File: src/frc_pkg.sv
// Package for the fixed-point reciprocal block: shared types, constants, seed table.
// Used by frc_front, frc_queue, frc_back and fixed_reciprocal. No dependencies.
package frc_pkg;

    localparam int unsigned DataW      = 32;
    localparam int unsigned LzW        = 5;
    localparam int unsigned QDepthDef  = 4;

    localparam logic [DataW-1:0] SatValue  = 32'h7fff_ffff;
    localparam logic [DataW-1:0] TwoQ16    = 32'h0002_0000;
    localparam logic [DataW-1:0] TinyLimit = 32'd4;
    localparam logic [LzW-1:0]   ExpBias   = 5'd16;

    // One classified item waiting for the Newton-Raphson pipeline
    typedef struct packed {
        logic             neg;   // operand was negative
        logic             sat;   // zero or tiny magnitude: saturate
        logic [DataW-1:0] mag;   // magnitude, 2^31 for the most negative operand
        logic [DataW-1:0] seed;  // scaled initial estimate
    } t_frc_entry;

    // Seed words for 1/m, m in [1,2), picked by the three bits under the leading one
    function automatic logic [15:0] frc_seed(input logic [2:0] idx);
        logic [15:0] w;
        unique case (idx)
            3'd0:    w = 16'h8000;
            3'd1:    w = 16'h71c7;
            3'd2:    w = 16'h6666;
            3'd3:    w = 16'h5d17;
            3'd4:    w = 16'h5555;
            3'd5:    w = 16'h4ec4;
            3'd6:    w = 16'h4924;
            3'd7:    w = 16'h4444;
            default: w = 16'h8000;
        endcase
        return w;
    endfunction

endpackage

File: src/frc_front.sv
// Front end: input register, magnitude, leading-zero count and seed selection.
// Depends on frc_pkg; pushes classified items into frc_queue.
module frc_front
    import frc_pkg::*;
(
    input  logic             i_clk,
    input  logic             i_rst_n,
    input  logic             i_valid,
    output logic             o_ready,
    input  logic [DataW-1:0] i_operand,
    input  logic             i_full,
    output logic             o_push,
    output t_frc_entry       o_entry
);

    logic             r_vld;
    logic [DataW-1:0] r_op;

    logic             w_neg;
    logic [DataW-1:0] w_mag;
    logic [LzW-1:0]   w_lz;
    logic [DataW-1:0] w_norm;
    logic [DataW-1:0] w_base;
    logic [DataW-1:0] w_seed;

    // Input holding register; frees up as soon as the queue takes the item
    assign o_push  = r_vld && !i_full;
    assign o_ready = !r_vld || !i_full;

    always_ff @(posedge i_clk) begin
        if (!i_rst_n) begin
            r_vld <= 1'b0;
        end else if (i_valid && o_ready) begin
            r_vld <= 1'b1;
        end else if (o_push) begin
            r_vld <= 1'b0;
        end
    end

    always_ff @(posedge i_clk) begin
        if (i_valid && o_ready) begin
            r_op <= i_operand;
        end
    end

    // Magnitude and leading-zero count (highest set bit wins)
    always_comb begin
        w_neg = r_op[DataW-1];
        w_mag = w_neg ? (32'd0 - r_op) : r_op;
        w_lz  = '0;
        for (int i = 0; i < DataW; i++) begin
            if (w_mag[i]) begin
                w_lz = LzW'(DataW - 1 - i);
            end
        end
    end

    // Seed: table word times 4, scaled by the exponent
    always_comb begin
        w_norm = w_mag << w_lz;
        w_base = {14'd0, frc_seed(w_norm[30:28]), 2'b00};
        if (w_lz <= ExpBias) begin
            w_seed = w_base >> (ExpBias - w_lz);
        end else begin
            w_seed = w_base << (w_lz - ExpBias);
        end
    end

    always_comb begin
        o_entry.neg  = w_neg;
        o_entry.sat  = (w_mag < TinyLimit);
        o_entry.mag  = w_mag;
        o_entry.seed = w_seed;
    end

endmodule

File: config.mk
export PLATFORM = sky130hd
export DESIGN_NAME = frc_front
export DESIGN_NICKNAME = d
export VERILOG_FILES = /design/src/frc_pkg.sv /design/src/frc_front.sv
export SDC_FILE = /design/constraint.sdc
export NUM_CORES = 1
export LEC_CHECK = 0
export BUFFER_PORTS_ARGS = -buffer_cell sky130_fd_sc_hd__buf_4
export CELL_PAD_IN_SITES_DETAIL_PLACEMENT = 2
export CELL_PAD_IN_SITES_GLOBAL_PLACEMENT = 2
export CORE_ASPECT_RATIO = 1.1
export CORE_UTILIZATION = 33
export DETAILED_ROUTE_END_ITERATION = 12
export PLACE_DENSITY = 0.86
export SYNTH_ARGS = -nofsm -noshare
export SYNTH_HDL_FRONTEND = slang
export SYNTH_SLANG_ARGS = --single-unit
export TNS_END_PERCENT = 100
File: constraint.sdc
create_clock -name i_clk -period 11.15 [get_ports i_clk]
set_input_delay 2.23 -clock i_clk [delete_from_list [all_inputs] [get_ports i_clk]]
set_output_delay 2.23 -clock i_clk [all_outputs]
set_load 0.03 [all_outputs]
==> results of run 1 <==
sequential cells by signal (all words and copies together), names as in the netlist:
name	cells
r_op	32
r_vld	1
metal layers:
| layer | vias up | part of all wire, % |
|---|---|---|
| li1 | 3947 | - |
| met1 | 4358 | 40 |
| met2 | 301 | 51 |
| met3 | 118 | 3.7 |
| met4 | 0 | 5.3 |
| met5 | - | 0 |
area by class of cell:
cell class,instances,share of cell area [%]
Timing Repair Buffer,131,12.1
Inverter,37,1.74
Clock inverter,1,0.0616
Multi-Input combinational cell,834,67.7
Sequential cell,33,12.1
Clock buffer,7,1.88
Antenna cell,1,0.0308
Tap cell,285,4.39
cell usage in the layout, fill, tap and decap left out, types with 21 or more instances in the layout:
cell type	Yosys	routed
sky130_fd_sc_hd__buf_4	2	131
sky130_fd_sc_hd__inv_1	34	34
sky130_fd_sc_hd__a21oi_1	51	51
sky130_fd_sc_hd__nand2_1	107	107
sky130_fd_sc_hd__o21ai_0	59	59
sky130_fd_sc_hd__edfxtp_1	32	32
sky130_fd_sc_hd__o211ai_1	27	27
sky130_fd_sc_hd__mux2i_1	24	24
sky130_fd_sc_hd__nor3_1	43	43
sky130_fd_sc_hd__nor2_1	86	85
sky130_fd_sc_hd__nand3_1	41	41
sky130_fd_sc_hd__xnor2_1	21	21
logic make-up (layout without fill, tap and decap cells):
group	after synthesis	in the layout	synth area share, %
buffers and inverters	126	176	7.69
flip-flops	33	33	14.0
other	0	1	0
AND/OR/NAND/NOR	397	397	28.9
XOR/XNOR	30	30	3.86
adder cells (fa/ha/maj)	11	11	1.96
multiplexers	39	39	6.37
AO/OA/AOI/OAI	357	357	37.2
synthesized netlist by cell type, types with 6 or more instances:
master,instances,share of area (%)
sky130_fd_sc_hd__a211o_1,9,1.1
sky130_fd_sc_hd__a211oi_1,13,1.4
sky130_fd_sc_hd__a21o_1,10,1.1
sky130_fd_sc_hd__a21oi_1,51,3.6
sky130_fd_sc_hd__a221o_1,7,1.0
sky130_fd_sc_hd__a221oi_1,7,0.87
sky130_fd_sc_hd__a22oi_1,11,1.2
sky130_fd_sc_hd__a31oi_1,12,1.1
sky130_fd_sc_hd__a32o_1,6,0.86
sky130_fd_sc_hd__a41oi_1,6,0.75
sky130_fd_sc_hd__and2_1,18,1.6
sky130_fd_sc_hd__and3_1,6,0.54
sky130_fd_sc_hd__buf_1,8,0.43
sky130_fd_sc_hd__buf_2,9,0.64
sky130_fd_sc_hd__buf_6,6,0.96
sky130_fd_sc_hd__clkbuf_1,64,3.4
sky130_fd_sc_hd__edfxtp_1,32,14
sky130_fd_sc_hd__ha_1,11,2.0
sky130_fd_sc_hd__inv_1,34,1.8
sky130_fd_sc_hd__mux2_2,11,1.8
sky130_fd_sc_hd__mux2i_1,24,3.4
sky130_fd_sc_hd__nand2_1,107,5.7
sky130_fd_sc_hd__nand2b_1,7,0.62
sky130_fd_sc_hd__nand3_1,41,2.9
sky130_fd_sc_hd__nand4_1,9,0.80
sky130_fd_sc_hd__nor2_1,86,4.6
sky130_fd_sc_hd__nor2b_1,8,0.71
sky130_fd_sc_hd__nor3_1,43,3.1
sky130_fd_sc_hd__nor4_1,17,1.5
sky130_fd_sc_hd__o2111ai_1,9,1.1
sky130_fd_sc_hd__o211ai_1,27,2.9
sky130_fd_sc_hd__o21a_1,6,0.64
sky130_fd_sc_hd__o21ai_0,59,4.2
sky130_fd_sc_hd__o21ai_1,7,0.50
sky130_fd_sc_hd__o221ai_1,12,1.5
sky130_fd_sc_hd__o22ai_1,10,0.89
sky130_fd_sc_hd__o2bb2ai_1,6,0.75
sky130_fd_sc_hd__o31ai_1,17,1.8
sky130_fd_sc_hd__or2_2,9,0.80
sky130_fd_sc_hd__or3_1,10,0.89
sky130_fd_sc_hd__xnor2_1,21,2.6
sky130_fd_sc_hd__xor2_1,8,1.0
per-stage QoR:
step	hold slack, ns	utilization (%)	cell area [µm²]
floorplan	0.487	-	7010
finish	0.546	39.2	8120
global route	0.587	39.2	8120
detailed placement	0.541	38.4	7960
CTS	0.548	39.2	8120
global placement	0.517	38.4	7960
where the power goes:
part,total (mW),switching [mW],internal [mW],leakage [nW]
Clock,0.145,0.0504,0.0944,0.0799
Combinational,0.693,0.466,0.227,2.57
Sequential,0.165,0.0192,0.146,0.318
worst max path at each step:
stage	start	end	slack [ns]	cells after the start
floorplan	r_op[0]	o_entry[0]	2.06	29
finish	r_op[2]	o_entry[15]	0.58	23
global placement	r_op[5]	o_entry[15]	1.36	20
global route	r_op[2]	o_entry[15]	0.16	23
detailed placement	r_op[2]	o_entry[15]	1.07	23
CTS	r_op[2]	o_entry[15]	0.73	23
worst min-delay path: stages (launching register included):
cell                      delay [ns]
sky130_fd_sc_hd__dfxtp_1        0.32
sky130_fd_sc_hd__a21oi_1        0.13
sky130_fd_sc_hd__nor2b_1        0.05
==> flow_summary.yaml, run 1 <==
sta:
  maximum_achievable_frequency_mhz: 94.6
  setup_repair_after_global_routing_missed_its_margin: "no"
  min_period_over_period_pct: 94.8
  final_hold_vios: 0
  fin_setup_tns_ns: 0
  final.setup_skew_ns: 0.00271
  postLayoutSetupSlackWorst_ns: 0.582
  setup_viol: 0
  time_the_worst_path_needs_with_i_o_delays_and_setup_ns: 10.57
  worst_slew_margin_rel_pct: 23.6
  maxSlewViolCount: 0
  max_slew.worst_pin.slew_ns: 1.14
yosys:
  synth_sequential_area_ratio_pct: 14.0
  synthesis.yosys.warnings: 0
  synth_async_sr_flop_share_pct: 0
  synth_ff_type: "sky130_fd_sc_hd__edfxtp_1"
  mappedNetlistArea_um2: 7010
  mapped_nets: 1040
  synth-edff-count: 32
  synth_seq_cells: 33
  syn-instance-count: 993
  avgSynthCellArea_um2: 7.06
  number_of_distinct_library_cells_after_synthesis: 98
cells_and_area:
  area_delta_synth_final_pct: 15.9
  multiInputGateArea_um2: 5500
  layout.cells.non_filler: 1329
  layout.area.seq_um2: 981
  num-nets-final: 1089
  fill_cells: 2485
  final_layout_size_suffix_gt1_share_pct: 18.9
critical_path:
  crit_required_ns: 8.92
  critical_path_fanout_max: 26
  cp-end-kind: "output port"
  type_of_the_worst_setup_path: "reg2out"
  start_kind: "flip-flop"
  critical_path_buf_inv_count: 5
  critical_path.top_delay_family: "simple AND/OR/NAND/NOR gates"
  ff2ff_setup_slack_ns: 9.91
  timing.reg2reg.worst_path_depth: 3
  reg2reg_to: "r_op[5]"
  reg_to_reg_startpoint: "r_vld"
  critical_path_arrival_ns: 8.34
  path_cells: "or4_1 -> nor4_4 -> nand3_1 -> o31ai_1 -> xnor2_1 -> o21a_1 -> o21a_1 -> nor2_4 -> buf_4 -> clkinv_1 -> mux2i_1 -> o32ai_1 -> o311ai_1 -> nand2_1 -> inv_1 -> ha_1 -> inv_1 -> nor3_1 -> a211oi_1 -> a221oi_1 -> and2_1 -> o32ai_1 -> buf_4"
  slowest_delay_ns: 0.88
  critical_path.slowest_cell: "sky130_fd_sc_hd__or4_1"
global_route:
  first_global_vias: 9129
  grt_antenna_before_repair: 1
  grt_overflow_total: 0
  grt_pass1_wl_um: 52900
  globalRouteMet3Util_pct: 2.06
  gr-usage-met2_pct: 56.2
  met1_usage_pct: 35.6
  grt_busiest_layer: "met2"
  grtUsageTotal_pct: 30.8
  grt_start_max_net_pins: 44
hold_path:
  terminating_pin_of_the_worst_hold_path: "r_vld"
  timing.hold.worst.class: "reg2reg"
  min-delay-start: "r_vld"
  worst_hold_path.num_cells: 2
clock_network:
  h-tree-depth: 2
  ctsLongestPathBuffers: 2
  cts.clk_slew.worst_paths_ns: 0.05
  cts-hold-fix-buffers: 0
  cts_tree: "yes"
  cts.root.buffer_cell: "sky130_fd_sc_hd__clkbuf_16"
  sinks_on_clock_net: 33
  cts-buffers-inserted: 5
  clk-insertion-delay-late_ns: 0.28
  cts_repair_resize_count: 0
  postCtsSetupRepairBufs: 0
die:
  die_height_um: 155
  core_area_um2: 20700
  rows: 55
  die_width_um: 141
  io-pin-count: 104
  die_area_um2: 21800
  floorplan.initialDensity_pct: 33.8
placement:
  dp_hpwl_um: 26200
  preCtsSetupSlack_ns: 1.07
  placement.io_buffers: 103
  numPlacedInstances: 1320
  finalWeightedCongestion: 0.927
power_and_ir_drop:
  static-leakage-power_nw: 2.97
  power_density_nw_per_um2: 123
  report.power.total_mw: 1.00
  worst_ir_drop_vdd_v: 0.000109
flow_run:
  maximum_capacitance_violations: 0
drt:
  drt-total-wl_um: 33900
  initial_drt_markers: 533
  via_count: 8724
  detail_route.vias_per_cell: 6.56
  post_drt_wl_per_cell_um: 25.5
  post-route-drc-count: 0
  drt.antenna.violating_nets: 0
  initial_drt_pass_iterations: 5
status:
  outcome: "finished clean"
Note: power is estimated with default switching activity, not from simulation.
==> run 2, diff against run 1 <==
--- a/config.mk
+++ b/config.mk
@@ -5,13 +5,14 @@
 export SDC_FILE = /design/constraint.sdc
 export NUM_CORES = 1
 export LEC_CHECK = 0
-export BUFFER_PORTS_ARGS = -buffer_cell sky130_fd_sc_hd__buf_4
 export CELL_PAD_IN_SITES_DETAIL_PLACEMENT = 2
 export CELL_PAD_IN_SITES_GLOBAL_PLACEMENT = 2
 export CORE_ASPECT_RATIO = 1.1
-export CORE_UTILIZATION = 33
+export CORE_UTILIZATION = 35
 export DETAILED_ROUTE_END_ITERATION = 12
-export PLACE_DENSITY = 0.86
+export DONT_BUFFER_PORTS = 1
+export PLACE_DENSITY = 0.82
+export SLEW_MARGIN = 20
 export SYNTH_ARGS = -nofsm -noshare
 export SYNTH_HDL_FRONTEND = slang
 export SYNTH_SLANG_ARGS = --single-unit
==> run 2 against run 1 <==
Hold slack gained 0.029 ns. Cell count down 9.0%. Global-route usage is 2.4 points higher. Core utilization down 0.38 points. Die area shrank 5.6%. Largest cell class unchanged.
==> flow_summary.yaml, run 2 (synthesis gave the netlist of run 1 again) <==
critical_path:
  crit_required_ns: 8.92
  critical_path_fanout_max: 30
  critical_path_cell_count: 25
  type_of_the_worst_setup_path: "reg2out"
  cp-end-kind: "output port"
  timing.critical_path.mode_cell: "sky130_fd_sc_hd__inv_1"
  worst_setup_path_endpoint: "o_entry[15]"
  critical_path_arrival_ns: 8.32
  reg_to_reg_startpoint: "r_vld"
  ff2ff_setup_slack_ns: 9.68
  reg2reg_to: "r_op[7]"
  critical_path.top_delay_family: "compound AO/OA/AOI/OAI gates"
  critical_path_buf_inv_count: 6
  worstSetupStartpoint: "r_op[0]"
  critical_path.slowest_cell: "sky130_fd_sc_hd__edfxtp_1"
  timing.reg2reg.worst_path_depth: 3
  start_kind: "flip-flop"
  slowest_delay_ns: 0.68
cells_and_area:
  regs_by_ff_count: "r_op x32, r_vld x1"
  largest_reg_flops: 32
  post-route-cell-area_um2: 7520
  diodes: 0
  regMostFlops: "r_op"
  final_layout_size_suffix_gt1_share_pct: 12.3
  num-nets-final: 1009
  layout.cells.most_common: "sky130_fd_sc_hd__nand2_1"
  fill_cells: 2297
  area_delta_synth_final_pct: 7.28
  multiInputGateArea_um2: 5530
  layout.area.seq_um2: 981
  most-common-layout-cells: "sky130_fd_sc_hd__nand2_1, sky130_fd_sc_hd__nor2_1, sky130_fd_sc_hd__o21ai_0, sky130_fd_sc_hd__a21oi_1, sky130_fd_sc_hd__buf_4"
clock_network:
  h-tree-depth: 2
  cts.clk_slew.worst_paths_ns: 0.05
  sinks_on_clock_net: 33
  ctsLongestPathBuffers: 2
  cts_tree: "yes"
  clk-insertion-delay-late_ns: 0.28
  cts.root.buffer_cell: "sky130_fd_sc_hd__clkbuf_16"
  cts-hold-fix-buffers: 0
  cts-buffers-inserted: 5
sta:
  maxSlewViolCount: 0
  setup_viol: 0
  maximum_achievable_frequency_mhz: 94.7
  max_slew.worst_pin.slew_ns: 1.17
  final.setup_skew_ns: 0.00307
  worst_slew_margin_rel_pct: 21.6
  min_period_over_period_pct: 94.7
  time_the_worst_path_needs_with_i_o_delays_and_setup_ns: 10.55
  fin_setup_tns_ns: 0
  setup_repair_after_global_routing_missed_its_margin: "no"
  final_hold_vios: 0
die:
  die_height_um: 150
  floorplan.initialDensity_pct: 36.2
  io-pin-count: 104
  rows: 53
  core_area_um2: 19400
  die_width_um: 137
  die_area_um2: 20600
global_route:
  grtUsageTotal_pct: 33.2
  grt_antenna_before_repair: 1
  grt_pass1_wl_um: 52700
  grt_start_max_net_pins: 57
  grt_overflow_total: 0
  first_global_vias: 8939
drt:
  post_drt_wl_per_cell_um: 28.0
  via_count: 8606
  detail_route.vias_per_cell: 7.11
  initial_drt_pass_iterations: 4
  drt.antenna.violating_nets: 0
  drt-total-wl_um: 33900
  initial_drt_markers: 526
  post-route-drc-count: 0
power_and_ir_drop:
  static-leakage-power_nw: 2.59
  report.power.total_mw: 0.990
  power_density_nw_per_um2: 132
  worst_ir_drop_vdd_v: 0.000123
placement:
  placement.io_buffers: 0
  dp_hpwl_um: 25200
  finalWeightedCongestion: 0.928
  detailed_place.area_um2: 7330
status:
  outcome: "finished clean"
flow_run:
  maximum_capacitance_violations: 0
hold_path:
  worst_hold_path.num_cells: 2
  timing.hold.worst.class: "reg2reg"
  min-delay-start: "r_vld"
run 2: cell count changes in the layout (fill, tap and decap cells not counted), sizes merged:
cell and delta:
clkinv -1, buf -80, bufinv +1, diode -1
run 2: repair_timing:
| action | in CTS | in global routing |
|---|---|---|
| setup buffers | 0 | 0 |
| endpoints found under the hold margin | 0 | 0 |
| gates resized for setup | 0 | 1 |
| setup endpoints to repair | 0 | 3 |
run 2: worst min-delay path by stage:
stage	endpoint	slack [ns]
6_report	r_vld	0.57
5_1_grt	r_vld	0.63
4_1_cts	r_vld	0.57
3_5_place_dp	r_vld	0.53
3_3_place_gp	r_vld	0.52
2_1_floorplan	r_vld	0.49
run 2: final cells by class:
type	count	share of cell area, %
well taps	247	4.11
clock inverters	1	0.399
clock buffers	7	1.90
repair buffers	51	5.09
flip-flops and latches	33	13.0
multi-input cells	834	73.6
inverters	37	1.88
run 2: worst reg2reg max path, delay by kind of cell, from the launching register on:
family        cells  cell delay (ns)
flops             1             0.32
simple gates      2             0.44
buf+inv           1             0.36
run 2: per-layer routing:
layer	up-vias	global-route usage [%]	share of wire, %
met5	-	0	0.032
met4	2	22.6	6.8
met3	137	3.43	4.6
met2	363	57.6	50
met1	4328	38.3	39
li1	3776	-	-
run 2: power by group:
group / total (mW) / internal, mW / switching [mW]
registers: 0.165 / 0.146 / 0.0192
logic: 0.665 / 0.202 / 0.463
clock network: 0.160 / 0.111 / 0.0488
run 2: through the flow:
step / instances / hold WS [ns] / utilization (%) / worst slack [ns]
floorplan: 993 / 0.487 / - / 2.06
global placement: 1202 / 0.517 / 37.8 / 1.18
detailed placement: 1202 / 0.534 / 37.9 / 0.923
CTS: 1210 / 0.574 / 38.8 / 0.564
global route: 1210 / 0.627 / 38.8 / 0.140
finish: 1210 / 0.575 / 38.8 / 0.596
==> run 3, diff against run 2 <==
--- a/config.mk
+++ b/config.mk
@@ -8,10 +8,12 @@
 export CELL_PAD_IN_SITES_DETAIL_PLACEMENT = 2
 export CELL_PAD_IN_SITES_GLOBAL_PLACEMENT = 2
 export CORE_ASPECT_RATIO = 1.1
+export CORE_MARGIN = 2
 export CORE_UTILIZATION = 35
 export DETAILED_ROUTE_END_ITERATION = 12
 export DONT_BUFFER_PORTS = 1
 export PLACE_DENSITY = 0.82
+export RECOVER_POWER = 100
 export SLEW_MARGIN = 20
 export SYNTH_ARGS = -nofsm -noshare
 export SYNTH_HDL_FRONTEND = slang
==> run 3 against run 2 <==
The run now ends with max-capacitance violations, max-slew violations left. Register-to-register slack worse by 0.96 ns. Sequential share of layout area up 0.17 points. First-iteration DRC count up 15%. Highest routed layer is now met4.
==> flow_summary.yaml, run 3 (synthesis gave the netlist of run 1 again) <==
status:
  outcome: "finished, violations left"
  violated_checks: "max-capacitance violations, max-slew violations"
drt:
  post-route-drc-count: 0
  post_drt_wl_per_cell_um: 27.6
  dr_wl_met2_um: 17300
  via_count: 8522
  routed.top_layer: "met4"
  initial_drt_pass_iterations: 5
  drt-total-wl_um: 33600
  detail_route.vias_per_cell: 7.00
  wirelength_met1_um: 13100
  initial_drt_markers: 607
  drt.antenna.violating_nets: 0
  met3WireLength_um: 1500
cells_and_area:
  largest_reg_flops: 32
  area_delta_synth_final_pct: 5.91
  layout.cells.most_common: "sky130_fd_sc_hd__nand2_1"
  finish.utilization_pct: 37.6
  num-nets-final: 1012
  diodes: 0
  regs_by_ff_count: "r_op x32, r_vld x1"
  final_layout_size_suffix_gt1_share_pct: 9.52
  fill_cells: 2355
  most-common-layout-cells: "sky130_fd_sc_hd__nand2_1, sky130_fd_sc_hd__nor2_1, sky130_fd_sc_hd__o21ai_0, sky130_fd_sc_hd__a21oi_1, sky130_fd_sc_hd__nor3_1"
  regMostFlops: "r_op"
sta:
  time_the_worst_path_needs_with_i_o_delays_and_setup_ns: 10.70
  worst_slew_margin_rel_pct: -21.6
  setup_repair_after_global_routing_missed_its_margin: "no"
  postLayoutSetupSlackWorst_ns: 0.451
  final.setup_skew_ns: 0.00730
  fin_setup_tns_ns: 0
  min_period_over_period_pct: 96.0
  setup_viol: 0
  whs_ns: 0.564
  max_slew.worst_pin.slew_ns: 1.80
  maxSlewViolCount: 4
  maximum_achievable_frequency_mhz: 93.5
  final_hold_vios: 0
power_and_ir_drop:
  static-leakage-power_nw: 2.51
  power_density_nw_per_um2: 132
  report.power.total_mw: 0.979
  worst_ir_drop_vdd_v: 0.000131
global_route:
  grt_antenna_before_repair: 0
  grtUsageTotal_pct: 30.3
  grt_pass1_wl_um: 51800
  first_global_vias: 8877
  grt_start_max_net_pins: 75
  grt_overflow_total: 0
clock_network:
  cts.root.buffer_cell: "sky130_fd_sc_hd__clkbuf_16"
  sinks_on_clock_net: 33
  cts-buffers-inserted: 5
  ctsLongestPathBuffers: 2
  cts_tree: "yes"
  cts.clk_slew.worst_paths_ns: 0.05
  clk-insertion-delay-late_ns: 0.28
  h-tree-depth: 2
die:
  io-pin-count: 104
  rows: 54
  die_area_um2: 21200
  die_height_um: 152
  die_width_um: 139
  core_area_um2: 19700
  floorplan.initialDensity_pct: 35.5
critical_path:
  reg_to_reg_startpoint: "r_vld"
  type_of_the_worst_setup_path: "reg2out"
  critical_path_arrival_ns: 8.47
  worstSetupStartpoint: "r_op[0]"
  start_kind: "flip-flop"
  crit_required_ns: 8.92
  critical_path_fanout_max: 56
  cp-end-kind: "output port"
placement:
  finalWeightedCongestion: 0.921
  dp_hpwl_um: 25500
  preCtsSetupSlack_ns: 0.797
  placement.io_buffers: 0
hold_path:
  timing.hold.worst.class: "reg2reg"
  min-delay-start: "r_vld"
flow_run:
  maximum_capacitance_violations: 1
## run 3: cell types whose count changed in the layout (fill, tap and decap cells not counted), sizes merged
| cell | change |
|---|---|
| clkbuf | +26 |
| buf | -23 |
## run 3: worst paths after layout
| kind | to | slack (ns) | cells after the start |
|---|---|---|---|
| min reg2reg | r_vld | 0.56 | 2 |
| min | r_vld | 0.56 | 2 |
| max reg2reg | r_op[9] | 8.72 | 3 |
| max | o_entry[15] | 0.45 | 23 |
## run 3: critical path, stage by stage, from the launching register on
cell,delay (ns)
sky130_fd_sc_hd__edfxtp_1,0.68
sky130_fd_sc_hd__nor4_1,1.06
sky130_fd_sc_hd__nand2_1,0.44
sky130_fd_sc_hd__o41ai_1,0.51
sky130_fd_sc_hd__xnor2_1,0.18
sky130_fd_sc_hd__clkbuf_1,0.59
sky130_fd_sc_hd__nand3_1,0.13
sky130_fd_sc_hd__and4_1,0.26
sky130_fd_sc_hd__a21oi_2,0.41
sky130_fd_sc_hd__nor2_4,0.07
sky130_fd_sc_hd__clkbuf_4,0.43
sky130_fd_sc_hd__nor3_1,0.29
sky130_fd_sc_hd__o32ai_1,0.14
sky130_fd_sc_hd__o22ai_1,0.29
sky130_fd_sc_hd__nand2_1,0.20
sky130_fd_sc_hd__inv_1,0.17
sky130_fd_sc_hd__ha_1,0.44
sky130_fd_sc_hd__inv_1,0.21
sky130_fd_sc_hd__nor3_1,0.32
sky130_fd_sc_hd__a211oi_1,0.10
sky130_fd_sc_hd__a221oi_1,0.74
sky130_fd_sc_hd__and2_0,0.23
sky130_fd_sc_hd__o32ai_1,0.09
sky130_fd_sc_hd__buf_4,0.20
## run 3: what timing repair did
| action | CTS | global route |
|---|---|---|
| hold buffers | 0 | 0 |
| resized for setup | 0 | 1 |
| buffers inserted | 0 | 4 |
| endpoints found under the setup margin | 0 | 9 |
## run 3: report_power, final
part / switching (mW) / internal (mW) / leakage, nW / total (mW)
clock: 0.0458 / 0.111 / 0.0841 / 0.157
combinational: 0.464 / 0.193 / 2.10 / 0.657
sequential: 0.0189 / 0.146 / 0.318 / 0.165
total: 0.529 / 0.450 / 2.51 / 0.979
## run 3: per-layer routing
layer  track usage, %  vias to the layer above
met3             2.89                      110
met2             55.2                      347
li1                 -                     3777
met1             35.3                     4288
met5                0                        -
met4             15.4                        0
## run 3: area by class of cell
type                            instances  area, µm²  share of cell area [%]
Clock inverter                          1       30.0                   0.404
Inverter                               37        141                    1.90
Multi-Input combinational cell        834       5500                    74.1
Clock buffer                            7        143                    1.92
Tap cell                              252        315                    4.25
Timing Repair Buffer                   54        314                    4.23
Sequential cell                        33        981                    13.2
## run 3: stage by stage
step | std cells | cell area (µm²)
5_1_grt | 1218 | 7420
4_1_cts | 1214 | 7510
2_1_floorplan | 993 | 7010
3_5_place_dp | 1206 | 7340
6_report | 1218 | 7420
3_3_place_gp | 1206 | 7320
