`src/frc_pkg.sv`:
```
// Package for the fixed-point reciprocal block: shared types, constants, seed table.
// Used by frc_front, frc_queue, frc_back and fixed_reciprocal. No dependencies.
package frc_pkg;

    localparam int unsigned DataW      = 32;
    localparam int unsigned LzW        = 5;
    localparam int unsigned QDepthDef  = 4;

    localparam logic [DataW-1:0] SatValue  = 32'h7fff_ffff;
    localparam logic [DataW-1:0] TwoQ16    = 32'h0002_0000;
    localparam logic [DataW-1:0] TinyLimit = 32'd4;
    localparam logic [LzW-1:0]   ExpBias   = 5'd16;

    // One classified item waiting for the Newton-Raphson pipeline
    typedef struct packed {
        logic             neg;   // operand was negative
        logic             sat;   // zero or tiny magnitude: saturate
        logic [DataW-1:0] mag;   // magnitude, 2^31 for the most negative operand
        logic [DataW-1:0] seed;  // scaled initial estimate
    } t_frc_entry;

    // Seed words for 1/m, m in [1,2), picked by the three bits under the leading one
    function automatic logic [15:0] frc_seed(input logic [2:0] idx);
        logic [15:0] w;
        unique case (idx)
            3'd0:    w = 16'h8000;
            3'd1:    w = 16'h71c7;
            3'd2:    w = 16'h6666;
            3'd3:    w = 16'h5d17;
            3'd4:    w = 16'h5555;
            3'd5:    w = 16'h4ec4;
            3'd6:    w = 16'h4924;
            3'd7:    w = 16'h4444;
            default: w = 16'h8000;
        endcase
        return w;
    endfunction

endpackage

```
`src/frc_queue.sv`:
```
// Small FIFO between front and back ends so each side can stall on its own.
// Depends on frc_pkg for the entry type.
module frc_queue
    import frc_pkg::*;
#(
    parameter int unsigned Depth = QDepthDef
) (
    input  logic       i_clk,
    input  logic       i_rst_n,
    input  logic       i_push,
    input  t_frc_entry i_entry,
    output logic       o_full,
    input  logic       i_pop,
    output logic       o_valid,
    output t_frc_entry o_entry
);

    localparam int unsigned AddrW = (Depth > 1) ? $clog2(Depth) : 1;
    localparam int unsigned CntW  = $clog2(Depth + 1);

    t_frc_entry       r_mem [Depth];
    logic [AddrW-1:0] r_wr;
    logic [AddrW-1:0] r_rd;
    logic [CntW-1:0]  r_cnt;
    logic             w_wr_en;
    logic             w_rd_en;

    assign o_full  = (r_cnt == CntW'(Depth));
    assign o_valid = (r_cnt != '0);
    assign o_entry = r_mem[r_rd];
    assign w_wr_en = i_push && !o_full;
    assign w_rd_en = i_pop && o_valid;

    // Pointers and fill count
    always_ff @(posedge i_clk) begin
        if (!i_rst_n) begin
            r_wr  <= '0;
            r_rd  <= '0;
            r_cnt <= '0;
        end else begin
            if (w_wr_en) begin
                r_wr <= (r_wr == AddrW'(Depth - 1)) ? '0 : r_wr + 1'b1;
            end
            if (w_rd_en) begin
                r_rd <= (r_rd == AddrW'(Depth - 1)) ? '0 : r_rd + 1'b1;
            end
            if (w_wr_en && !w_rd_en) begin
                r_cnt <= r_cnt + 1'b1;
            end else if (!w_wr_en && w_rd_en) begin
                r_cnt <= r_cnt - 1'b1;
            end
        end
    end

    // Storage
    always_ff @(posedge i_clk) begin
        if (w_wr_en) begin
            r_mem[r_wr] <= i_entry;
        end
    end

    // Front must never push into a full queue, back never pops an empty one
    a_no_overflow: assert property (@(posedge i_clk) disable iff (!i_rst_n)
        !(i_push && o_full))
        else $error("frc_queue: push while full");

    a_cnt_bound: assert property (@(posedge i_clk) disable iff (!i_rst_n)
        r_cnt <= CntW'(Depth))
        else $error("frc_queue: fill count above depth");

    a_cnt_track: assert property (@(posedge i_clk) disable iff (!i_rst_n)
        (w_wr_en && !w_rd_en) |=> (r_cnt == $past(r_cnt) + 1'b1))
        else $error("frc_queue: fill count missed a push");

endmodule

```
`config.mk`:
```
export PLATFORM = sky130hd
export DESIGN_NAME = frc_queue
export DESIGN_NICKNAME = d
export VERILOG_FILES = /design/src/frc_pkg.sv /design/src/frc_queue.sv
export SDC_FILE = /design/constraint.sdc
export NUM_CORES = 1
export LEC_CHECK = 0
export ABC_AREA = 0
export ABC_CLOCK_PERIOD_IN_PS = 4400
export BUFFER_PORTS_ARGS = -buffer_cell sky130_fd_sc_hd__buf_2
export CORE_MARGIN = 1
export CORE_UTILIZATION = 30
export CTS_BUF_LIST = sky130_fd_sc_hd__clkbuf_8
export CTS_CLUSTER_SIZE = 14
export DETAILED_ROUTE_END_ITERATION = 8
export PLACE_DENSITY = 0.45
export SLEW_MARGIN = 20
export SYNTH_ARGS = -nofsm -noshare
export SYNTH_HDL_FRONTEND = slang
export SYNTH_SLANG_ARGS = --single-unit
export TNS_END_PERCENT = 30
```
`constraint.sdc`:
```
create_clock -name i_clk -period 4.4 [get_ports i_clk]
set_clock_uncertainty 0.15 [all_clocks]
set_input_delay 0.22 -clock i_clk [delete_from_list [all_inputs] [get_ports i_clk]]
set_output_delay 0.22 -clock i_clk [all_outputs]
set_load 0.01 [all_outputs]
```
==> parameters.txt, run 1 <==
Parameter                              Value

Drt
  Antenna Violating Nets Remaining ... 0
  Starting DRC count in detailed routing ... 211
  DR DRC count ... 0
  Vias per Instance ... 4.381
  First-pass iteration count of the detailed router ... 4
  Vias ... between 4000 and 5000
  Average detailed-routed wire length per instance ... about 18 µm
  Final routed wirelength across all metal layers ... approximately 20000 µm

Synth
  Total of warnings raised by yosys ... 0
  Unique masters post-synth ... 23
  Synth Cell Area ... about 10000 µm²
  Post-Synthesis Mean Instance Area ... approximately 25 µm²
  Number of instances in the synthesized netlist ... 395
  Share of async-settable or async-resettable flops after synthesis ... 0
  Area share of fa/ha/maj cells after synthesis ... 0.009514
  Share of the synthesized area in the top cell type ... 0.7932
  Sequential-to-total area share from yosys stat ... 0.8112
  Dominant combinational cell family by area after synthesis ... multiplexers
  Syn nets ... 472
  Most frequent cells after synthesis ... sky130_fd_sc_hd__edfxtp_1 (264), sky130_fd_sc_hd__mux4_2 (66), sky130_fd_sc_hd__dfxtp_1 (9)
  Multiplexer share of the synthesized area ... 0.1517
  XOR/XNOR share of the synthesized area ... 0.001753
  Top post-synthesis cells by area ... sky130_fd_sc_hd__edfxtp_1 (79%), sky130_fd_sc_hd__mux4_2 (15%), sky130_fd_sc_hd__dfxtp_1 (1.8%), sky130_fd_sc_hd__ha_1 (0.75%), sky130_fd_sc_hd__buf_6 (0.56%)
  Most numerous cell in the Yosys netlist ... sky130_fd_sc_hd__edfxtp_1
  Synthesized-area fraction occupied by ao, oa, aoi and oai cells ... 0.003005
  Library cell with the largest summed area after synthesis ... sky130_fd_sc_hd__edfxtp_1
  Register bit count reported by yosys ... 273
  Count of flip-flops with a built-in enable after synthesis ... 264
  Synthesized-area fraction occupied by and/or/nand/nor cells ... 0.01039
  Main synth FF type ... sky130_fd_sc_hd__edfxtp_1

Worst setup path
  Critical path arrival ... between 2 and 2.5 ns
  Endpoint of the most critical register-to-register path ... r_mem[1][31]$_DFFE_PP_
  Slowest stage cell, crit path ... sky130_fd_sc_hd__dfxtp_4
  Startpoint of the worst-slack reg-to-reg timing path ... r_cnt[0]$_SDFFE_PN0P_
  Chain of cells forming the critical path ... buf_12 > mux4_2 > buf_2
  CP bufs+invs ... 2
  Flop-to-flop setup slack ... 1.77 ns
  Delay of the slowest cell on the worst path ... 0.64 ns
  Required time of the worst setup path ... 4.03 ns
  Reg2Reg Depth ... 4
  Category of the most critical setup path ... reg2out
  Worst-path fanout max ... 46
  Sort of element at the end of the critical path ... primary output
  Family of cells with the greatest summed delay on the critical path ... flip-flops
  Critical Path Start Type ... flip-flop

STA
  Ratio of final minimum period to clock period ... 0.6262
  Setup repair after global routing missed its margin ... false
  Number of endpoints failing setup at the final stage ... 0
  Post-route setup TNS ... 0 ns
  Time the final worst path needs with I/O delays and setup ... 2.755 ns
  Hold violation total from the final report ... 0
  Slew at the pin with the worst max-slew slack ... 1.089 ns
  Maximum operating frequency ... 363.0 MHz
  Worst-case setup margin in the final layout ... 1.645 ns
  Pins over their slew limit ... 0
  Slew headroom ... 0.2737

Cells and area
  Area grow syn2layout ... 27.62%
  Number of standard cells in the final layout excluding fillers ... 1119
  Number of nets at the end of the flow ... between 700 and 800
  Inserted Diodes ... 0
  Fill cell instance count of the final layout ... 2959
  Fraction of final layout cells sized beyond drive strength 1 ... 0.4032

Min path
  Worst min-delay path startpoint ... i_entry[48]
  Cell depth of the worst hold path ... 2
  Worst Hold Path EP ... r_mem[2][48]$_DFFE_PP_
  Path category of the worst min-delay check ... in2reg

Floorplanning
  Area inside the core boundary ... approximately 33000 µm²
  Horizontal extent of the die ... 184.5 µm
  Standard-cell row count ... 66
  Top-Level Pins ... 138
  Die Area ... 34050 µm²
  Starting Density ... 0.3064
  Die H ... around 180 µm

Global route
  Antenna violations before repair ... 0
  Pin count of the biggest net entering global routing ... 67
  Number of global-route vias before repair ... 5358
  Total congestion overflow after global routing ... 0
  Wire length of the first global-routing pass ... 30370 µm
  Overall track demand over capacity in global routing ... 0.1197

Clock network
  Clock latency at the later pin of the worst-skew pair ... around 0.54 ns
  Max H-tree Level ... 2
  TritonCTS clock tree ... yes
  Clock sink total ... 273
  Count of buffers added by post-CTS timing repair for setup ... 0
  Root buffer selected by CTS ... sky130_fd_sc_hd__clkbuf_8
  Maximum clock path buffer count ... 3
  Number of clock buffers inserted by TritonCTS ... 46
  Post-CTS clock slew at the launch and capture registers of the worst setup and hold paths ... roughly 0.06 ns

Job
  MaxCap Viol Count ... 0

Place
  Cell count after placement ... 967
  Routability Congestion ... 0.6604
  Place WS ... 1.719 ns
  # port buffers ... 137
  Dpl hpwl ... roughly 12000 µm

Power and ir drop
  Leak ... 0.004369 µW
  P per Cell Area ... 537.7 nW/µm²
  Maximum ir drop on the vdd rail ... 0.3631 mV
  Overall power of the completed layout ... 6859 µW

Run status
  Run status ... finished, final reports clean
-- state kept, by name (all words and copies together) (netlist names), named ones only --
register	flops
r_cnt	3
r_rd	2
r_mem	264
r_wr	2
-- power breakdown --
group          internal, µW  switching [µW]  total, µW
Combinational           747             730       1480
Clock                  1100             946       2040
Sequential             3170             167       3340
-- stage by stage --
step	cell area, µm²	util	hold slack (ns)
after CTS	12750	0.3910	0.2314
after global routing	12750	0.3910	0.2623
after detailed placement	11220	0.3439	0.2890
final	12750	0.3910	0.2786
after floorplan	9995	-	0.1689
after global placement	11220	0.3439	0.2823
-- layout by cell type, fill, tap and decap left out, drive strengths merged --
cell	n
a21boi	1
and2	5
buf	146
bufinv	1
clkbuf	50
clkinv	11
clkinvlp	1
dfxtp	9
dlygate4sd3	69
edfxtp	264
fa	1
ha	6
inv	23
mux2i	3
mux4	66
nand2	6
nand3	2
nor2	2
nor2b	2
nor3b	1
o21ai	3
o31ai	1
or3	2
xnor2	1
xor2	1
-- per-layer routing --
| metal | track usage | up-vias | part of all wire |
|---|---|---|---|
| met5 | 0 | - | 0 |
| met4 | 0.04233 | 0 | 0.021 |
| met3 | 0.03221 | 37 | 0.063 |
| met2 | 0.1953 | 148 | 0.48 |
| met1 | 0.1531 | 2536 | 0.44 |
| li1 | - | 2181 | - |
-- layout make-up --
cell class                 count  area, µm²  share of cell area
clock inverter                33      157.7             0.01236
sequential                   273       8115              0.6363
tap                          442      553.0             0.04336
timing repair buffer         215       1456              0.1142
clock buffer                  50      688.2             0.05395
inverter                       3      11.26           0.0008829
multi-input combinational    103       1773              0.1390
-- how the worst max path moves through the flow --
stage,from,to,cells past startpoint
2_1_floorplan,r_cnt[0]$_SDFFE_PN0P_,r_mem[0][0]$_DFFE_PP_,4
3_3_place_gp,r_cnt[0]$_SDFFE_PN0P_,r_mem[1][51]$_DFFE_PP_,4
3_5_place_dp,r_cnt[0]$_SDFFE_PN0P_,r_mem[0][51]$_DFFE_PP_,4
4_1_cts,flip-flop,o_entry[5],3
5_1_grt,flip-flop,o_entry[5],3
6_report,flip-flop,o_entry[5],3
-- kinds of logic after synthesis --
group	after synthesis
AND/OR/NAND/NOR	20
multiplexers	69
flip-flops	273
AO/OA/AOI/OAI	5
adder cells (fa/ha/maj)	7
buffers and inverters	19
XOR/XNOR	2
-- what timing repair did --
item,in CTS,in global routing
hold endpoints to repair,273,0
resized for setup,0,0
hold buffers,69,0
No activity file was read; power rests on OpenSTA's default activity.
==> run 2: changes to the inputs <==
--- a/config.mk
+++ b/config.mk
@@ -6,14 +6,14 @@
 export NUM_CORES = 1
 export LEC_CHECK = 0
 export ABC_AREA = 0
-export ABC_CLOCK_PERIOD_IN_PS = 4400
+export ABC_CLOCK_PERIOD_IN_PS = 2320
 export BUFFER_PORTS_ARGS = -buffer_cell sky130_fd_sc_hd__buf_2
 export CORE_MARGIN = 1
 export CORE_UTILIZATION = 30
 export CTS_BUF_LIST = sky130_fd_sc_hd__clkbuf_8
 export CTS_CLUSTER_SIZE = 14
 export DETAILED_ROUTE_END_ITERATION = 8
-export PLACE_DENSITY = 0.45
+export PLACE_DENSITY = 0.47
 export SLEW_MARGIN = 20
 export SYNTH_ARGS = -nofsm -noshare
 export SYNTH_HDL_FRONTEND = slang
==> constraint.sdc (replaced) <==
create_clock -name i_clk -period 2.32 [get_ports i_clk]
set_clock_uncertainty 0.15 [all_clocks]
set_input_delay 0.116 -clock i_clk [delete_from_list [all_inputs] [get_ports i_clk]]
set_output_delay 0.116 -clock i_clk [all_outputs]
set_load 0.01 [all_outputs]
==> run 2 against run 1 <==
Effect of this change:
- routed wire length up 2.0%
- clock power up 100%
- die area stayed put
- first-iteration DRC count grew 18%
- clock-buffer cell count shrank 2
- critical path depth up 5
- highest routed layer unchanged
- total power is 100% higher
- largest cell class unchanged
- sequential share of layout area fell by 2.6 points
- final cell count grew 2.0%
- utilization grew 1.7 points
- worst setup slack worse by 1.6 ns
- critical path type is now reg2reg
- largest power group unchanged
- register-to-register slack worse by 1.7 ns
==> parameters.txt, run 2 (synthesized netlist as in run 1, its figures left out) <==
Parameter                              Value

Global route
  Wire length of the first global-routing pass ... 30990 µm
  Overall track demand over capacity in global routing ... 0.1215
  Number of global-route vias before repair ... between 5000 and 6000
  Pin count of the biggest net entering global routing ... between 40 and 50
  Total congestion overflow after global routing ... 0
  Antenna violations before repair ... 0
  Met3 Track Usage GR ... 0.03438
  GRT met1 Usage ... 0.1500
  GR peak layer ... met2
  Met2 usage ... 0.2051

Min path
  Path category of the worst min-delay check ... in2reg

Cells and area
  Number of nets at the end of the flow ... 739
  Area grow syn2layout ... 33.11%
  Finished Core Util ... 0.4079
  Leading registers by flop count ... r_mem (264), r_cnt (3)
  Most common library cell in the layout ignoring fill and taps ... sky130_fd_sc_hd__edfxtp_1
  Inserted Diodes ... 0
  Max reg flops ... 264
  Fin area ... 13300 µm²
  Largest reg by FF count ... r_mem
  Fraction of final layout cells sized beyond drive strength 1 ... 0.4235
  Most used cells in the layout excluding fill and tap cells ... sky130_fd_sc_hd__edfxtp_1 (264), sky130_fd_sc_hd__buf_2 (119), sky130_fd_sc_hd__dlygate4sd3_1 (70), sky130_fd_sc_hd__mux4_2 (66), sky130_fd_sc_hd__clkbuf_8 (48)

STA
  Slew headroom ... 0.7270
  Slew at the pin with the worst max-slew slack ... 0.4096 ns
  Pins over their slew limit ... 0
  Number of endpoints failing setup at the final stage ... 0
  Hold slack ... 0.1603 ns
  Maximum operating frequency ... 438.3 MHz
  Post-route setup TNS ... 0 ns
  Ratio of final minimum period to clock period ... 0.9835
  Time the final worst path needs with I/O delays and setup ... 2.282 ns
  Hold violation total from the final report ... 0
  Setup repair after global routing missed its margin ... true

Worst setup path
  Worst-path fanout max ... 5
  Category of the most critical setup path ... reg2reg
  Flop-to-flop setup slack ... 0.04 ns
  Endpoint of the most critical register-to-register path ... r_cnt[2]$_SDFFE_PN0P_
  Delay of the slowest cell on the worst path ... 0.38 ns
  Sort of element at the end of the critical path ... flip-flop
  Startpoint of the worst-slack reg-to-reg timing path ... r_cnt[2]$_SDFFE_PN0P_
  End point of the critical path ... r_cnt[2]$_SDFFE_PN0P_
  Required time of the worst setup path ... roughly 2.6 ns
  Critical path arrival ... 2.59 ns
  Critical path startpoint ... r_cnt[2]$_SDFFE_PN0P_
  Critical Path Start Type ... flip-flop
  Reg2Reg Depth ... 8
  Slowest stage cell, crit path ... sky130_fd_sc_hd__fa_1
  Chain of cells forming the critical path ... nor3b_1 > nor2b_1 > ha_1 > inv_1 > fa_1 > xor2_1 > or3_1 > a21boi_1

Floorplanning
  Horizontal extent of the die ... 184.5 µm
  Top-Level Pins ... 138
  Standard-cell row count ... 66
  Starting Density ... 0.3064
  Die Area ... 34050 µm²
  Area inside the core boundary ... 32620 µm²
  Die H ... 184.5 µm

Power and ir drop
  Part of the power in combinational logic ... 0.253
  Switching share of total power ... 0.2664
  Leak ... 0.004560 µW
  Maximum ir drop on the vdd rail ... 0.3204 mV
  Internal cell power ... slightly above 10000 µW
  Overall power of the completed layout ... 13820 µW
  Sequential group share of total power ... 0.448
  P per Cell Area ... 1039 nW/µm²
  Switch Pwr ... 3681 µW
  Fraction of power consumed by the clock network ... 0.299

Clock network
  Clock latency at the later pin of the worst-skew pair ... roughly 0.54 ns
  Maximum clock path buffer count ... 3
  Post-CTS clock slew at the launch and capture registers of the worst setup and hold paths ... 0.06 ns
  Root buffer selected by CTS ... sky130_fd_sc_hd__clkbuf_8
  TritonCTS clock tree ... yes
  Number of clock buffers inserted by TritonCTS ... 48
  Clock sink total ... approximately 270
  Max H-tree Level ... 2

Drt
  Antenna Violating Nets Remaining ... 0
  Average detailed-routed wire length per instance ... 18.01 µm
  First-pass iteration count of the detailed router ... 4
  Vias ... 5000
  Final routed wirelength across all metal layers ... 20550 µm
  Vias per Instance ... around 4.4
  Starting DRC count in detailed routing ... 250
  DR DRC count ... 0

Place
  Routability Congestion ... about 0.7
  Post-placement cell area ... 11480 µm²
  Dpl hpwl ... 12420 µm
  # port buffers ... 137

Job
  MaxCap Viol Count ... 0

Run status
  Run status ... finished, final reports clean
==> run 2: cell types whose count changed in the layout (fill, tap and decap cells not counted), sizes merged <==
cell	change
buf	+15
clkinv	+11
inv	-7
bufinv	+2
dlygate4sd3	+1
==> run 2: worst min path at each step <==
stage	start	endpoint	cells past startpoint
after floorplan	i_entry[0]	r_mem[0][0]$_DFFE_PP_	0
after global placement	i_entry[45]	r_mem[0][45]$_DFFE_PP_	1
after detailed placement	i_entry[52]	r_mem[3][52]$_DFFE_PP_	1
after CTS	i_entry[15]	r_mem[2][15]$_DFFE_PP_	2
after global routing	i_entry[15]	r_mem[2][15]$_DFFE_PP_	2
final	i_entry[15]	r_mem[2][15]$_DFFE_PP_	2
==> run 2: power groups by stage <==
stage	Combinational, µW	Sequential, µW	Clock, µW
after floorplan	1910	6220	0
after global placement	3100	6280	0
after detailed placement	3140	6320	0
after CTS	3360	6190	4290
after global routing	3780	6240	4490
final	3500	6190	4130
==> run 2: final cells by class <==
type	instances	area [µm²]
Clock inverter	39	246.5
Timing Repair Buffer	233	1937
Sequential cell	273	8118
Fill cell	2922	19310
Clock buffer	48	660.6
Multi-Input combinational cell	103	1778
Tap cell	442	553.0
Inverter	3	11.26
==> run 2: layer usage <==
metal,vias up,routed length [µm]
li1,2233,-
met1,2591,8769
met2,146,10190
met3,30,1263
met4,0,319
met5,-,0
==> run 2: stage by stage <==
step | setup slack, ns | cells
final | 0.03828 | 1141
after global routing | -0.03674 | 1141
after CTS | -0.03085 | 1137
after global placement | 0.1562 | 977
after detailed placement | -0.07242 | 977
after floorplan | -0.6216 | 395
==> run 2: timing repair <==
| action | 4_1_cts | 5_1_grt |
|---|---|---|
| cloned | 0 | 2 |
| setup endpoints to repair | 57 | 30 |
| buffers inserted | 3 | 2 |
| endpoints found under the hold margin | 273 | 0 |
| resized for setup | 8 | 15 |
| pin swaps | 0 | 0 |
| hold buffers | 70 | 0 |
==> run 2: worst max-delay path, delay by kind of cell, from the launching register on <==
| kind | cells | cell delay [ns] |
|---|---|---|
| fa+ha+maj | 2 | 0.60 |
| flops | 1 | 0.35 |
| buf+inv | 1 | 0.06 |
| simple gates | 3 | 0.66 |
| compound gates | 1 | 0.19 |
| xor+xnor | 1 | 0.19 |
==> run 3: changes to the inputs <==
--- a/config.mk
+++ b/config.mk
@@ -8,12 +8,14 @@
 export ABC_AREA = 0
 export ABC_CLOCK_PERIOD_IN_PS = 2320
 export BUFFER_PORTS_ARGS = -buffer_cell sky130_fd_sc_hd__buf_2
-export CORE_MARGIN = 1
+export CELL_PAD_IN_SITES_DETAIL_PLACEMENT = 1
+export CELL_PAD_IN_SITES_GLOBAL_PLACEMENT = 2
+export CORE_MARGIN = 1.5
 export CORE_UTILIZATION = 30
 export CTS_BUF_LIST = sky130_fd_sc_hd__clkbuf_8
 export CTS_CLUSTER_SIZE = 14
 export DETAILED_ROUTE_END_ITERATION = 8
-export PLACE_DENSITY = 0.47
+export PLACE_DENSITY = 0.57
 export SLEW_MARGIN = 20
 export SYNTH_ARGS = -nofsm -noshare
 export SYNTH_HDL_FRONTEND = slang
==> run 3 against run 2 <==
Effect of this change:
- flip-flop and latch count did not move
- sequential power hardly changed
- critical path depth is the same
- final cell count increased by 0.35%
- non-clock buffer count is 2 higher
==> parameters.txt, run 3 (synthesized netlist as in run 1, its figures left out) <==
Parameter                              Value

Cells and area
  Register area ... 8117 µm²
  Max reg flops ... 264
  Fin area ... 13180 µm²
  Fill cell instance count of the final layout ... around 3200
  Number of nets at the end of the flow ... ~740
  Most common library cell in the layout ignoring fill and taps ... sky130_fd_sc_hd__edfxtp_1
  Area grow syn2layout ... 31.87%
  Fraction of final layout cells sized beyond drive strength 1 ... 0.4267
  Leading registers by flop count ... r_mem (264), r_cnt (3)
  Largest reg by FF count ... r_mem
  Most used cells in the layout excluding fill and tap cells ... sky130_fd_sc_hd__edfxtp_1 (264), sky130_fd_sc_hd__buf_2 (136), sky130_fd_sc_hd__dlygate4sd3_1 (75), sky130_fd_sc_hd__mux4_2 (66), sky130_fd_sc_hd__clkbuf_8 (49)
  Finished Core Util ... 0.4030
  Footprint of the multi-input gates ... 1800 µm²
  Inserted Diodes ... 0

Place
  # port buffers ... 137
  Dpl hpwl ... around 13000 µm
  Routability Congestion ... approximately 0.72
  Post-placement cell area ... approximately 11000 µm²

Clock network
  Post-CTS clock slew at the launch and capture registers of the worst setup and hold paths ... 0.06 ns
  Maximum clock path buffer count ... 3
  TritonCTS clock tree ... yes
  Clock sink total ... approximately 270
  Root buffer selected by CTS ... sky130_fd_sc_hd__clkbuf_8
  Clock latency at the later pin of the worst-skew pair ... 0.55 ns
  Number of clock buffers inserted by TritonCTS ... 48
  Max H-tree Level ... 2

Power and ir drop
  Part of the power in combinational logic ... 0.241
  Switching share of total power ... 0.2732
  P per Cell Area ... 1030 nW/µm²
  Sequential group share of total power ... 0.458
  Leak ... around 0.0045 µW
  Switch Pwr ... around 3700 µW
  Maximum ir drop on the vdd rail ... 0.4803 mV
  Internal cell power ... 9869 µW
  Fraction of power consumed by the clock network ... 0.302
  Overall power of the completed layout ... 13580 µW

Run status
  Run status ... finished, final reports clean

STA
  Maximum operating frequency ... around 450 MHz
  Slew at the pin with the worst max-slew slack ... 0.3695 ns
  Slew headroom ... 0.7537
  Hold slack ... 0.05017 ns
  Hold violation total from the final report ... 0
  Setup repair after global routing missed its margin ... true
  Time the final worst path needs with I/O delays and setup ... 2.236 ns
  Ratio of final minimum period to clock period ... 0.9639
  Pins over their slew limit ... 0
  Post-route setup TNS ... 0 ns
  Number of endpoints failing setup at the final stage ... 0

Min path
  Path category of the worst min-delay check ... in2reg
  Cell depth of the worst hold path ... 5
  Worst min-delay path startpoint ... i_pop

Worst setup path
  Startpoint of the worst-slack reg-to-reg timing path ... r_cnt[1]$_SDFFE_PN0P_
  Critical path startpoint ... r_cnt[1]$_SDFFE_PN0P_
  Required time of the worst setup path ... 2.65 ns
  Sort of element at the end of the critical path ... flip-flop
  Critical Path Start Type ... flip-flop
  Worst-path fanout max ... 5
  Category of the most critical setup path ... reg2reg
  Critical path arrival ... 2.57 ns
  Reg2Reg Depth ... 8

Drt
  First-pass iteration count of the detailed router ... 6
  Vias per Instance ... approximately 4.4
  Starting DRC count in detailed routing ... approximately 180
  Average detailed-routed wire length per instance ... 19.07 µm
  DR DRC count ... 0
  Antenna Violating Nets Remaining ... 0
  Final routed wirelength across all metal layers ... 21840 µm
  Vias ... 4991

Floorplanning
  Standard-cell row count ... 66
  Die H ... approximately 190 µm
  Top-Level Pins ... 138
  Die Area ... roughly 34000 µm²
  Starting Density ... 0.3056
  Horizontal extent of the die ... around 190 µm
  Area inside the core boundary ... 32700 µm²

Global route
  Number of global-route vias before repair ... 5732
  Wire length of the first global-routing pass ... around 33000 µm
  Overall track demand over capacity in global routing ... 0.1295
  Antenna violations before repair ... 0
  Pin count of the biggest net entering global routing ... 51
  Total congestion overflow after global routing ... 0

Job
  MaxCap Viol Count ... 0
[run 3: cell types whose count changed in the layout (fill, tap and decap cells not counted), sizes merged]
cell	change
dlygate4sd3	+5
clkinvlp	+3
inv	-3
clkinv	+2
buf	-1
bufinv	-1
clkbuf	-1
[run 3: power by group through the flow]
stage / combinational (µW) / clock (µW) / sequential [µW]
after floorplan: 1910 / 0 / 6220
after global placement: 3070 / 0 / 6320
after detailed placement: 3110 / 0 / 6370
after CTS: 3350 / 4270 / 6220
after global routing: 3560 / 4480 / 6270
final: 3270 / 4100 / 6210
[run 3: final timing paths]
path	to	slack [ns]
max	r_cnt[2]$_SDFFE_PN0P_	0.08
max reg2reg	r_cnt[2]$_SDFFE_PN0P_	0.08
min reg2reg	r_cnt[2]$_SDFFE_PN0P_	0.47
min	r_cnt[2]$_SDFFE_PN0P_	0.05
[run 3: through the flow]
step / instances / worst slack (ns)
3_5_place_dp: 978 / -0.2160
5_1_grt: 1145 / -0.004956
6_report: 1145 / 0.08371
4_1_cts: 1144 / -0.03076
2_1_floorplan: 395 / -0.6216
3_3_place_gp: 978 / 0.1383
[run 3: layer usage]
layer	part of all wire	GRT usage	wire length, µm	vias up
li1	-	-	-	2231
met1	0.43	0.1610	9283	2584
met2	0.50	0.2219	11000	138
met3	0.053	0.03248	1150	38
met4	0.019	0.04065	405	0
met5	0	0	0	-
[run 3: layout make-up]
class	instances	share of cell area
clock buffer	49	0.05117
sequential	273	0.6158
inverter	3	0.0008544
timing repair buffer	235	0.1364
tap	442	0.04196
clock inverter	40	0.01718
multi-input combinational	103	0.1366
[run 3: worst max-delay path, stage by stage (launching register included)]
cell and delay [ns]:
sky130_fd_sc_hd__dfxtp_1 0.47, sky130_fd_sc_hd__nor3b_2 0.10, sky130_fd_sc_hd__nor2b_2 0.16, sky130_fd_sc_hd__ha_2 0.20, sky130_fd_sc_hd__inv_1 0.05, sky130_fd_sc_hd__fa_1 0.37, sky130_fd_sc_hd__xor2_1 0.17, sky130_fd_sc_hd__or3_1 0.33
sky130_fd_sc_hd__a21boi_2 0.17
[run 3: what timing repair did]
action / in CTS / in global routing
resized for setup: 3 / 6
endpoints found under the setup margin: 60 / 5
hold endpoints to repair: 273 / 0
setup buffers: 2 / 1
hold buffers: 75 / 0
